**config.mk**
```make
export PLATFORM = sky130hd
export DESIGN_NAME = pid_integral_separation_deadzone
export DESIGN_NICKNAME = d
export VERILOG_FILES = /design/src/rtl/core/pidisd_pkg.sv /design/src/rtl/core/pidisd_terms.sv /design/src/rtl/core/pidisd_shape.sv /design/src/rtl/core/pid_integral_separation_deadzone.sv
export SDC_FILE = /design/constraint.sdc
export NUM_CORES = 2
export LEC_CHECK = 0
export ABC_AREA = 1
export BUFFER_PORTS_ARGS = -buffer_cell sky130_fd_sc_hd__buf_2
export CAP_MARGIN = 5
export CORE_MARGIN = 8
export CORE_UTILIZATION = 55
export DETAILED_ROUTE_END_ITERATION = 8
export PLACE_DENSITY = 0.71
export SYNTH_ARGS = -nofsm -noshare
export SYNTH_HDL_FRONTEND = slang
export SYNTH_SLANG_ARGS = --single-unit
export TNS_END_PERCENT = 50
```
**constraint.sdc**
```tcl
create_clock -name clk -period 11.5 [get_ports clk]
set_clock_uncertainty 0.15 [all_clocks]
set_input_delay 2.3 -clock clk [delete_from_list [all_inputs] [get_ports clk]]
set_output_delay 2.3 -clock clk [all_outputs]
set_load 0.02 [all_outputs]
```
**src/rtl/core/pidisd_pkg.sv**
```systemverilog
// ----------------------------------------------------------------------------
// pidisd_pkg
// Shared register indexes, field widths, reset values and the configuration
// bundle for the PID controller with integral separation and dead band.
// ----------------------------------------------------------------------------
package pidisd_pkg;

    // configuration port
    localparam int CFG_IDX_W  = 3;
    localparam int CFG_DATA_W = 16;

    // register indexes
    localparam logic [CFG_IDX_W-1:0] REG_GAIN_P          = 3'd0;
    localparam logic [CFG_IDX_W-1:0] REG_GAIN_I          = 3'd1;
    localparam logic [CFG_IDX_W-1:0] REG_GAIN_D          = 3'd2;
    localparam logic [CFG_IDX_W-1:0] REG_INTEGRAL_WINDOW = 3'd3;
    localparam logic [CFG_IDX_W-1:0] REG_INTEGRAL_BOUND  = 3'd4;
    localparam logic [CFG_IDX_W-1:0] REG_DRIVE_BOUND     = 3'd5;
    localparam logic [CFG_IDX_W-1:0] REG_DEAD_BAND       = 3'd6;

    // field widths
    localparam int GAIN_W   = 16;
    localparam int WINDOW_W = 16;
    localparam int BOUND_W  = 15;
    localparam int DRIVE_W  = 16;

    // reset values
    localparam logic [GAIN_W-1:0]   GAIN_RST   = 16'd0;
    localparam logic [WINDOW_W-1:0] WINDOW_RST = 16'hFFFF;
    localparam logic [BOUND_W-1:0]  BOUND_RST  = 15'h7FFF;
    localparam logic [BOUND_W-1:0]  DEAD_RST   = 15'd0;

    typedef struct packed {
        logic [GAIN_W-1:0]   gain_p;
        logic [GAIN_W-1:0]   gain_i;
        logic [GAIN_W-1:0]   gain_d;
        logic [WINDOW_W-1:0] integral_window;
        logic [BOUND_W-1:0]  integral_bound;
        logic [BOUND_W-1:0]  drive_bound;
        logic [BOUND_W-1:0]  dead_band;
    } cfg_t;

endpackage

```
**src/rtl/core/pidisd_terms.sv**
```systemverilog
// ----------------------------------------------------------------------------
// pidisd_terms
// Forms the P and D products and updates the integral accumulator with
// separation window and symmetric clamp. Holds the controller state.
// ----------------------------------------------------------------------------
module pidisd_terms
    import pidisd_pkg::*;
#(
    parameter int DATA_WIDTH = 16,
    parameter int FRAC_BITS  = 8
)
(
    input  logic                              clk,
    input  logic                              rst_n,
    input  logic                              load,
    input  logic signed [DATA_WIDTH:0]        err,
    input  cfg_t                              cfg,
    output logic signed [DATA_WIDTH+GAIN_W+1:0] p_term,
    output logic signed [DATA_WIDTH+GAIN_W+2:0] d_term,
    output logic signed [BOUND_W+FRAC_BITS:0] i_term
);

    localparam int E_W   = DATA_WIDTH + 1;
    localparam int DF_W  = DATA_WIDTH + 2;
    localparam int P_W   = E_W + GAIN_W + 1;
    localparam int DP_W  = DF_W + GAIN_W + 1;
    localparam int ACC_W = BOUND_W + FRAC_BITS + 1;
    localparam int IP_W  = ((ACC_W > P_W) ? ACC_W : P_W) + 1;
    localparam int MW    = (E_W > WINDOW_W) ? E_W : WINDOW_W;

    logic signed [E_W-1:0]   prev_reg;
    logic signed [E_W-1:0]   prev_next;
    logic signed [ACC_W-1:0] acc_reg;
    logic signed [ACC_W-1:0] acc_next;
    logic signed [P_W-1:0]   p_reg;
    logic signed [DP_W-1:0]  d_reg;

    logic signed [GAIN_W:0]  gp_s;
    logic signed [GAIN_W:0]  gi_s;
    logic signed [GAIN_W:0]  gd_s;
    logic signed [DF_W-1:0]  err_diff;
    logic signed [P_W-1:0]   p_prod;
    logic signed [P_W-1:0]   i_prod;
    logic signed [DP_W-1:0]  d_prod;
    logic        [E_W-1:0]   err_mag;
    logic                    in_window;
    logic signed [IP_W-1:0]  acc_sum;
    logic signed [IP_W-1:0]  acc_pre;
    logic signed [ACC_W-1:0] ilim;
    logic signed [IP_W-1:0]  ilim_w;
    logic signed [ACC_W-1:0] acc_clamped;

    assign gp_s = $signed({1'b0, cfg.gain_p});
    assign gi_s = $signed({1'b0, cfg.gain_i});
    assign gd_s = $signed({1'b0, cfg.gain_d});

    assign err_diff = $signed({err[E_W-1], err}) - $signed({prev_reg[E_W-1], prev_reg});

    assign p_prod = P_W'(gp_s) * P_W'(err);
    assign i_prod = P_W'(gi_s) * P_W'(err);
    assign d_prod = DP_W'(gd_s) * DP_W'(err_diff);

    // separation: integrate while |err| is inside the window, clear the accumulator outside it
    assign err_mag   = err[E_W-1] ? E_W'(-err) : E_W'(err);
    assign in_window = (MW'(err_mag) <= MW'(cfg.integral_window));

    assign acc_sum = IP_W'(acc_reg) + IP_W'(i_prod);
    assign acc_pre = in_window ? acc_sum : '0;

    assign ilim   = $signed(ACC_W'(cfg.integral_bound) << FRAC_BITS);
    assign ilim_w = IP_W'(ilim);

    always_comb
    begin
        if (acc_pre > ilim_w)
        begin
            acc_clamped = ilim;
        end
        else if (acc_pre < -ilim_w)
        begin
            acc_clamped = -ilim;
        end
        else
        begin
            acc_clamped = acc_pre[ACC_W-1:0];
        end
    end

    assign acc_next  = load ? acc_clamped : acc_reg;
    assign prev_next = load ? err : prev_reg;

    always_ff @(posedge clk or negedge rst_n)
    begin
        if (!rst_n)
        begin
            acc_reg  <= '0;
            prev_reg <= '0;
        end
        else
        begin
            acc_reg  <= acc_next;
            prev_reg <= prev_next;
        end
    end

    always_ff @(posedge clk)
    begin
        if (load)
        begin
            p_reg <= p_prod;
            d_reg <= d_prod;
        end
    end

    assign p_term = p_reg;
    assign d_term = d_reg;
    assign i_term = acc_reg;

endmodule

```
**src/rtl/core/pidisd_shape.sv**
```systemverilog
// ----------------------------------------------------------------------------
// pidisd_shape
// Sums the three terms, clamps to the drive bound, truncates to integer
// units and applies the dead band. Registers the result.
// ----------------------------------------------------------------------------
module pidisd_shape
    import pidisd_pkg::*;
#(
    parameter int DATA_WIDTH = 16,
    parameter int FRAC_BITS  = 8
)
(
    input  logic                                clk,
    input  logic                                load,
    input  logic signed [DATA_WIDTH+GAIN_W+1:0] p_term,
    input  logic signed [DATA_WIDTH+GAIN_W+2:0] d_term,
    input  logic signed [BOUND_W+FRAC_BITS:0]   i_term,
    input  cfg_t                                cfg,
    output logic        [DRIVE_W-1:0]           drive,
    output logic                                clipped
);

    localparam int DP_W  = DATA_WIDTH + GAIN_W + 3;
    localparam int ACC_W = BOUND_W + FRAC_BITS + 1;
    localparam int SUM_W = ((DP_W > ACC_W) ? DP_W : ACC_W) + 2;

    logic [DRIVE_W-1:0]      drive_reg;
    logic [DRIVE_W-1:0]      drive_next;
    logic                    clip_reg;
    logic                    clip_next;

    logic signed [SUM_W-1:0] sum;
    logic signed [SUM_W-1:0] dlim;
    logic signed [SUM_W-1:0] clamped;
    logic        [SUM_W-1:0] mag;
    logic        [BOUND_W-1:0] whole;
    logic        [BOUND_W-1:0] whole_db;

    assign sum  = SUM_W'(p_term) + SUM_W'(i_term) + SUM_W'(d_term);
    assign dlim = $signed(SUM_W'(cfg.drive_bound) << FRAC_BITS);

    always_comb
    begin
        if (sum > dlim)
        begin
            clamped   = dlim;
            clip_next = 1'b1;
        end
        else if (sum < -dlim)
        begin
            clamped   = -dlim;
            clip_next = 1'b1;
        end
        else
        begin
            clamped   = sum;
            clip_next = 1'b0;
        end
    end

    // truncate toward zero: work on the magnitude, restore the sign
    assign mag      = clamped[SUM_W-1] ? SUM_W'(-clamped) : SUM_W'(clamped);
    assign whole    = mag[FRAC_BITS +: BOUND_W];
    assign whole_db = (whole < cfg.dead_band) ? '0 : whole;
    assign drive_next = clamped[SUM_W-1] ? (DRIVE_W'(0) - {1'b0, whole_db})
                                         : {1'b0, whole_db};

    always_ff @(posedge clk)
    begin
        if (load)
        begin
            drive_reg <= drive_next;
            clip_reg  <= clip_next;
        end
    end

    assign drive   = drive_reg;
    assign clipped = clip_reg;

endmodule

```
**src/rtl/core/pid_integral_separation_deadzone.sv**
```systemverilog
// ----------------------------------------------------------------------------
// pid_integral_separation_deadzone
// Positional PID controller in fixed point with integral separation,
// integral clamp, drive clamp and dead band.
// ----------------------------------------------------------------------------
//
//  channel   dir  handshake          payload
//  --------  ---  -----------------  ------------------------------------------
//  s_*       in   s_tvalid/s_tready  s_tdata: setpoint, measured
//  m_*       out  m_tvalid/m_tready  m_tdata: drive; m_tuser: clipped
//  cfg_*     in   cfg_we             cfg_index, cfg_data (no read-back)
//
//  One request per clock sustained while m_tready keeps the result side
//  draining; each request passes the error register, the term/integral stage
//  and the result register. The rate is set by the integral loop: multiply,
//  add, window select and clamp close combinationally into the accumulator.
//  Reset clears the stage valids, the previous error and the accumulator, and
//  loads the register defaults. Each stage moves on when the next one is empty
//  or emptying, so requests are still taken while a result waits downstream.
//
// ----------------------------------------------------------------------------
module pid_integral_separation_deadzone
    import pidisd_pkg::*;
#(
    parameter int DATA_WIDTH = 16,
    parameter int FRAC_BITS  = 8
)
(
    input  logic                    clk,
    input  logic                    rst_n,
    // slave request stream
    input  logic                    s_tvalid,
    output logic                    s_tready,
    // [DATA_WIDTH-1:0] setpoint, [2*DATA_WIDTH-1:DATA_WIDTH] measured, zero pad
    input  logic [((2*DATA_WIDTH+7)/8)*8-1:0] s_tdata,
    // master result stream
    output logic                    m_tvalid,
    input  logic                    m_tready,
    // [15:0] drive
    output logic [DRIVE_W-1:0]      m_tdata,
    // [0] clipped
    output logic [0:0]              m_tuser,
    // configuration write port
    input  logic                    cfg_we,
    input  logic [CFG_IDX_W-1:0]    cfg_index,
    input  logic [CFG_DATA_W-1:0]   cfg_data
);

    localparam int E_W = DATA_WIDTH + 1;

    // configuration registers
    cfg_t cfg_reg;
    cfg_t cfg_next;

    // pipeline control
    logic v1_reg, v1_next;
    logic v2_reg, v2_next;
    logic v3_reg, v3_next;
    logic ready2, ready3;
    logic load1, load2, load3;

    // stage 1: error
    logic signed [E_W-1:0] err_reg;
    logic signed [E_W-1:0] err_next;

    // stage 2 terms
    logic signed [DATA_WIDTH+GAIN_W+1:0] p_term;
    logic signed [DATA_WIDTH+GAIN_W+2:0] d_term;
    logic signed [BOUND_W+FRAC_BITS:0]   i_term;

    logic [DRIVE_W-1:0] drive;
    logic               clipped;
    logic [DRIVE_W-1:0] drive_mag;

    // ---------------- configuration ----------------
    always_comb
    begin
        cfg_next = cfg_reg;
        if (cfg_we)
        begin
            unique case (cfg_index)
                REG_GAIN_P:          cfg_next.gain_p          = cfg_data[GAIN_W-1:0];
                REG_GAIN_I:          cfg_next.gain_i          = cfg_data[GAIN_W-1:0];
                REG_GAIN_D:          cfg_next.gain_d          = cfg_data[GAIN_W-1:0];
                REG_INTEGRAL_WINDOW: cfg_next.integral_window = cfg_data[WINDOW_W-1:0];
                REG_INTEGRAL_BOUND:  cfg_next.integral_bound  = cfg_data[BOUND_W-1:0];
                REG_DRIVE_BOUND:     cfg_next.drive_bound     = cfg_data[BOUND_W-1:0];
                REG_DEAD_BAND:       cfg_next.dead_band       = cfg_data[BOUND_W-1:0];
                default:             cfg_next = cfg_reg;   // unmapped index ignored
            endcase
        end
    end

    always_ff @(posedge clk or negedge rst_n)
    begin
        if (!rst_n)
        begin
            cfg_reg.gain_p          <= GAIN_RST;
            cfg_reg.gain_i          <= GAIN_RST;
            cfg_reg.gain_d          <= GAIN_RST;
            cfg_reg.integral_window <= WINDOW_RST;
            cfg_reg.integral_bound  <= BOUND_RST;
            cfg_reg.drive_bound     <= BOUND_RST;
            cfg_reg.dead_band       <= DEAD_RST;
        end
        else
        begin
            cfg_reg <= cfg_next;
        end
    end

    // ---------------- stage handshakes ----------------
    // each stage advances when the one after it is empty or being drained
    assign ready3   = !v3_reg || m_tready;
    assign ready2   = !v2_reg || ready3;
    assign s_tready = !v1_reg || ready2;

    assign load1 = s_tvalid && s_tready;
    assign load2 = v1_reg && ready2;
    assign load3 = v2_reg && ready3;

    assign v1_next = load1 ? 1'b1 : (load2 ? 1'b0 : v1_reg);
    assign v2_next = load2 ? 1'b1 : (load3 ? 1'b0 : v2_reg);
    assign v3_next = load3 ? 1'b1 : (m_tready ? 1'b0 : v3_reg);

    always_ff @(posedge clk or negedge rst_n)
    begin
        if (!rst_n)
        begin
            v1_reg <= 1'b0;
            v2_reg <= 1'b0;
            v3_reg <= 1'b0;
        end
        else
        begin
            v1_reg <= v1_next;
            v2_reg <= v2_next;
            v3_reg <= v3_next;
        end
    end

    // ---------------- stage 1: error ----------------
    // bits above the two fields are padding and ignored
    assign err_next =
        $signed({s_tdata[DATA_WIDTH-1], s_tdata[DATA_WIDTH-1:0]})
      - $signed({s_tdata[2*DATA_WIDTH-1], s_tdata[2*DATA_WIDTH-1:DATA_WIDTH]});

    always_ff @(posedge clk)
    begin
        if (load1)
        begin
            err_reg <= err_next;
        end
    end

    // ---------------- stage 2: terms and integral ----------------
    // state (previous error, accumulator) moves exactly once per request
    pidisd_terms #(
        .DATA_WIDTH (DATA_WIDTH),
        .FRAC_BITS  (FRAC_BITS)
    ) u_terms (
        .clk    (clk),
        .rst_n  (rst_n),
        .load   (load2),
        .err    (err_reg),
        .cfg    (cfg_reg),
        .p_term (p_term),
        .d_term (d_term),
        .i_term (i_term)
    );

    // ---------------- stage 3: sum, clamp, dead band ----------------
    pidisd_shape #(
        .DATA_WIDTH (DATA_WIDTH),
        .FRAC_BITS  (FRAC_BITS)
    ) u_shape (
        .clk     (clk),
        .load    (load3),
        .p_term  (p_term),
        .d_term  (d_term),
        .i_term  (i_term),
        .cfg     (cfg_reg),
        .drive   (drive),
        .clipped (clipped)
    );

    assign m_tvalid   = v3_reg;
    assign m_tdata    = drive;
    assign m_tuser[0] = clipped;

    assign drive_mag = drive[DRIVE_W-1] ? (DRIVE_W'(0) - drive) : drive;

    // ---------------- assertions ----------------
    // an empty error stage never back-pressures the slave side
    a_ready_when_empty: assert property (@(posedge clk) disable iff (!rst_n)
        !v1_reg |-> s_tready)
        else $error("s_tready low with empty input stage");

    // a nonzero drive lies between the dead band and the drive bound
    a_drive_range: assert property (@(posedge clk) disable iff (!rst_n)
        (m_tvalid && (drive != '0)) |->
            (drive_mag >= DRIVE_W'(cfg_reg.dead_band)) &&
            (drive_mag <= DRIVE_W'(cfg_reg.drive_bound)))
        else $error("drive outside dead band / bound");

    // a clipped result sits exactly on the bound when no dead band applies
    a_clip_on_bound: assert property (@(posedge clk) disable iff (!rst_n)
        (m_tvalid && clipped && (cfg_reg.dead_band == '0)) |->
            (drive_mag == DRIVE_W'(cfg_reg.drive_bound)))
        else $error("clipped drive not at drive bound");

endmodule
```
=== Word-level counts from Yosys, hierarchy flattened ===
Cells that the tools add are included.

* Output and inout port bits: 19
* Bits of input ports: 56
* Register bits: 256

* Muxes and demuxes: 16
* $lt $le $gt $ge: 6
* Eq/ne operators: 6
* Reductions and logical operators: 20
* Add/sub/neg operators: 11
* Multipliers: 3

{| class="wikitable"
|+ Operators with widths
! operator !! number
|-
| 37-bit 2-to-1 mux || 2
|-
| 17-bit by 17-bit multiplier with 34-bit output || 2
|-
| 24-bit 2-to-1 mux || 2
|-
| 37-bit by 24-bit greater-than comparator with 1-bit output || 1
|-
| 37-bit < comparator || 1
|-
| 23-bit negation with 37-bit output || 1
|-
| 35-bit by 35-bit adder with 36-bit output || 1
|-
| 24-bit by 34-bit adder with 35-bit output || 1
|-
| 34-bit by 24-bit adder with 35-bit output || 1
|-
| 35-bit by 24-bit greater-than comparator with 1-bit output || 1
|-
| 35-bit < comparator || 1
|-
| 17-bit by 18-bit multiplier with 35-bit output || 1
|-
| 35-bit 2-to-1 mux || 1
|-
| 23-bit negation with 35-bit output || 1
|-
| 15-bit 2-to-1 mux || 2
|-
| 23-bit negation with 24-bit output || 1
|-
| 23-bit 2-to-1 mux || 1
|-
| 23-bit negation || 1
|-
| 17-bit by 17-bit subtractor with 18-bit output || 1
|-
| 17-bit by 16-bit <= comparator with 1-bit output || 1
|-
| 17-bit 2-to-1 mux || 1
|-
| 17-bit negation || 1
|-
| 16-bit by 16-bit subtractor with 17-bit output || 1
|-
| 1-bit by 15-bit subtractor with 16-bit output, first input constant || 1
|-
| other kinds (11) || 34
|}

=== Depth between registers and ports, before layout ===
* Depth in word-level cells: 11
* Gate-level depth with buffers: 58

=== By module ===
A second synthesis with hierarchy kept.

* Cell total of the unflattened synthesis: 6,812
* Area, all modules: 51,673.3 um^2

{| class="wikitable"
|+ By module, submodules not included
! module !! area an instance (um^2) !! cells each !! sequential area each (um^2) !! instances
|-
| pidisd_terms || 38,777.2 || 4,989 || 3,098.0 || 1
|-
| pidisd_shape || 7,244.4 || 1,191 || 510.5 || 1
|-
| pid_integral_separation_deadzone || 5,651.7 || 632 || 3,370.7 || 1
|}

=== Worst setup path after synthesis ===
No wires, ideal clock.

* Path type: reg-to-reg
* Start point: reg err_reg[0]
* End point: reg u_terms.d_reg[34] (netlist: u_terms.d_term[34]) (data pin)
* Data arrival time: 8.075 ns
* Setup time: 0.265 ns
* Data required time: 11.085 ns
* Cell stages (with the launch flop): 51
* Buffers on the path: 2
* Setup slack: 3.011 ns
* Clock period less this slack: 8.489 ns
* Path through: edfxtp_1 clkbuf_1 inv_1 ha_1 inv_1 fa_1 nand3_1 nand2_1 a21oi_1 o21ai_0 nand2_1 nand2_1 nand2_1 nand2_1 nand2_1 nand2_1 a21oi_1 or2_2 [... 15 more ...] fa_1 fa_1 inv_1 fa_1 ha_1 a21oi_1 nor2_1 a211oi_1 nand2_1 inv_1 nor3_1 nor2_1 inv_1 a21oi_1 o21ai_0 nand2_1 o211ai_1 xor2_1

* Longest elaborated chain between the ends: 2

{| class="wikitable"
|+ RTL lines
! element !! line !! source
|-
| start, declared || pid_integral_separation_deadzone.sv:63 || <nowiki>logic signed [E_W-1:0] err_reg;</nowiki>
|-
| start signal, assigned || pid_integral_separation_deadzone.sv:152 || <nowiki>err_reg <= err_next;</nowiki>
|-
| 17-bit by 17-bit subtractor with 18-bit output || pidisd_terms.sv:57 || <nowiki>assign err_diff = $signed({err[E_W-1], err}) - $signed({prev_reg[E_W-1], prev_reg});</nowiki>
|-
| 17-bit by 18-bit multiplier with 35-bit output || pidisd_terms.sv:61 || <nowiki>assign d_prod = DP_W'(gd_s) * DP_W'(err_diff);</nowiki>
|-
| named net u_terms.d_prod[34] || pidisd_terms.sv:44 || <nowiki>logic signed [DP_W-1:0] d_prod;</nowiki>
|-
| end signal, assigned || pidisd_terms.sv:111 || <nowiki>d_reg <= d_prod;</nowiki>
|-
| end, declared || pidisd_terms.sv:36 || <nowiki>logic signed [DP_W-1:0] d_reg;</nowiki>
|}

The timed path passes the listed nets, and every way through them passes these cells.
A chain may end at the register's enable or synchronous reset.

=== Worst setup path after layout ===
Ends and elaborated chain as after synthesis.

==> run_results.csv <==
group,metric,value,unit
outcome,outcome,"completed",
synth,synth-seq-area-share,14.1,%
clock_tree,insertion_delay,590,ps
clock_tree,cts_max_path_buffers,3,
finish,drive_gt1_share,5.59,%
detailed_routing,avgRoutedWirePerCell,18.3,um
clock_tree,ctsHoldBuffers,0,
detailed_routing,first_iter_violations,3096,
run,cap_violations,0,
die,pin_count,75,
timing,setup_tns,0,ps
setup_path,critical_path_buf_inv_count,10,
die,core_area,89500,sq um
timing,rsz0062_at_grt,"false",
synth,synthFlopType,"dfrtp_1",
detailed_routing,vias,39450,
hold_path,hold_path_class,"flop to flop",
global_routing,grt_antenna_before_repair,9,
clock_tree,postCtsSetupBuffers,0,
synth,avgSynthCellArea,7.92,sq um
placed_design,routabilityCongestion,0.945,
detailed_routing,postRouteAntennaNets,0,
synth,yosysUniqueCellTypes,57,
clock_tree,htreeDepth,1,
setup_path,crit_fanout,34,
timing,slew_violations,0,
setup_path,cp.arrival,9740,ps
finish,nets,7536,
global_routing,track_usage,27.7,%
placed_design,port_buffers,74,
setup_path,cp_slowest_cell,"fa_1",
finish,syn_to_final_growth,4.89,%
clock_tree,clk_pin_slew,60,ps
clock_tree,cts_buffers,30,
timing,worst_slew_pin_slew,1230,ps
clock_tree,cts_resized,0,
timing,max_freq,104,MHz
global_routing,grt_pass1_wl,219,mm
detailed_routing,drc,0,
setup_path,path_class,"flop to flop",
global_routing,grt_max_degree,82,
setup_path,start_kind,"flop",
synth,synthCells,6236,
die,die_area,99600,sq um
clock_tree,cts-root-buf,"clkbuf_16",
die,die_h,316,um
synth,ys_ff_latch,256,
timing,fin_crit,9580,ps
clock_tree,cts_sinks,256,
finish,largest_reg_flops,109,
timing,finalCritPeriodShare,83.3,%
synth,synth_edf_count,103,
die,std_cell_rows,110,
die,die_w,316,um
synth,ys_warn_count,0,
timing,max_slew_margin,17.9,%
setup_path,path_common_cell,"nand2_1",
timing,setup_violations,0,
global_routing,grt_pass1_vias,41136,
clock_tree,cts_tree,"built",
setup_path,cp_top_family,"adder cells",
global_routing,overflow,0,
detailed_routing,drt_first_pass_iters,6,
setup_path,required,11660,ps
setup_path,slowest_delay,540,ps
detailed_routing,vias_per_cell,5.35,
timing,final_hold_viol_count,0,
finish,nFillCells,8200,
placed_design,hpwl,109,mm
detailed_routing,wirelength,135,mm
synth,netlist_area,49400,sq um
synth,async_reset_ff_share,59.8,%
die,initial_core_util,55.2,%
setup_path,endpoint_kind,"flop",
synth,synthesis.nets,7603,
==> through the flow <==
stage | std cells | instance area, sq um | hold WS [ps] | util, % | worst slack, ps
global route | 7369 | 51800 | 346 | 57.9 | 1180
floorplan | 6236 | 49400 | 283 | - | 3010
CTS | 7369 | 51800 | 315 | 57.9 | 1950
detailed placement | 7313 | 50700 | 304 | 56.7 | 1990
finish | 7371 | 51800 | 315 | 57.9 | 1920
global placement | 7313 | 50700 | 289 | 56.7 | 2140
==> synthesized netlist by cell type (4+ instances only) <==
cell      instances  area (sq um)
a211oi_1         15           113
a21o_1            4          30.0
a21oi_1         204          1020
a31oi_1          11          68.8
buf_1            13          48.8
buf_2             6          30.0
buf_6             4          45.0
clkbuf_1        194           728
clkinv_1         12          45.0
dfrtp_1         107          2680
dfstp_2          46          1210
edfxtp_1        103          3090
fa_1            783         15700
ha_1            528          6610
inv_1          1534          5760
inv_2            16          60.1
nand2_1        1490          5590
nand2_2          21           131
nand2_4           5          56.3
nand3_1         166           831
nand3_2          10           100
nand3b_1         15           113
nand4_1          45           282
nor2_1          330          1240
nor2_2           16           100
nor2_4            5          56.3
nor3_1           29           145
nor4_1            6          37.5
o211ai_1          7          52.6
o21a_1            4          30.0
o21ai_0         250          1250
o21ai_1          10          50.1
o21bai_1          7          52.6
o221ai_1          5          43.8
o311ai_0          4          35.0
or2_2            42           263
xnor2_1          47           412
xor2_1          112           981
==> routing by layer <==
layer	up-vias	track usage, %	routed length (um)
li1	18488	-	-
met1	19213	37.1	56800
met2	1422	46.1	62000
met3	325	4.23	10700
met4	2	9.28	5370
met5	-	0	7
==> cell families (layout without fill, tap and decap cells) <==
group	Yosys count	after routing	share of synthesized area (%)
flops	256	256	14.1
buf+inv	1780	1737	13.6
fa+ha+maj	1311	1311	45.1
simple gates	2189	2189	18.3
compound gates	539	539	5.89
xor+xnor	161	161	2.89
other cells	0	2	0
==> path summary, 6_finish.rpt <==
kind	start	endpoint	slack (ps)	cells after the start
max in group asynchronous	rst_n	u_terms.prev_reg[5]	8050	2
max	err_reg[0]	u_terms.d_term[34]	1920	49
min reg2reg	v2_reg	m_tvalid	320	2
min	v2_reg	m_tvalid	320	2
min in group asynchronous	rst_n	u_terms.i_term[18]	1620	1
max reg2reg	err_reg[0]	u_terms.d_term[34]	1920	49
==> cells in the final DEF (no fill, tap or decap), drive strengths merged, types with 22 or more instances in the layout <==
| cell | instances |
|---|---|
| a21oi | 205 |
| clkinv | 22 |
| xor2 | 114 |
| nor2 | 351 |
| o21ai | 263 |
| xnor2 | 47 |
| buf | 119 |
| nand4 | 45 |
| nor3 | 31 |
| inv | 1552 |
| or2 | 42 |
| dfrtp | 107 |
| nand2 | 1516 |
| edfxtp | 103 |
| ha | 528 |
| dfstp | 46 |
| nand3 | 179 |
| clkbuf | 34 |
| fa | 783 |
==> worst reg2reg max path, delay by kind of cell (launching register included) <==
family                     cells  cell delay [ps]
AOI/OAI and AO/OA             11             1480
and+or+nand+nor               18             1850
buffers and inverters         10             1410
xor gates and xnor gates       1              180
DFF                            1              320
adders and majority gates      9             3890
==> final cells by class <==
cell class | count | area [sq um] | share of cell area (%)
Tap cell | 1176 | 1470 | 2.84
Timing Repair Buffer | 119 | 714 | 1.38
Inverter | 1562 | 5860 | 11.3
Sequential cell | 256 | 6980 | 13.5
Antenna cell | 2 | 5.00 | 0.00967
Multi-Input combinational cell | 4200 | 35700 | 68.9
Clock inverter | 22 | 280 | 0.541
Clock buffer | 34 | 797 | 1.54
Power is left out: the tool's default activity adds up to more than one toggle a clock period on the data nets, which glitch-free logic cannot reach.
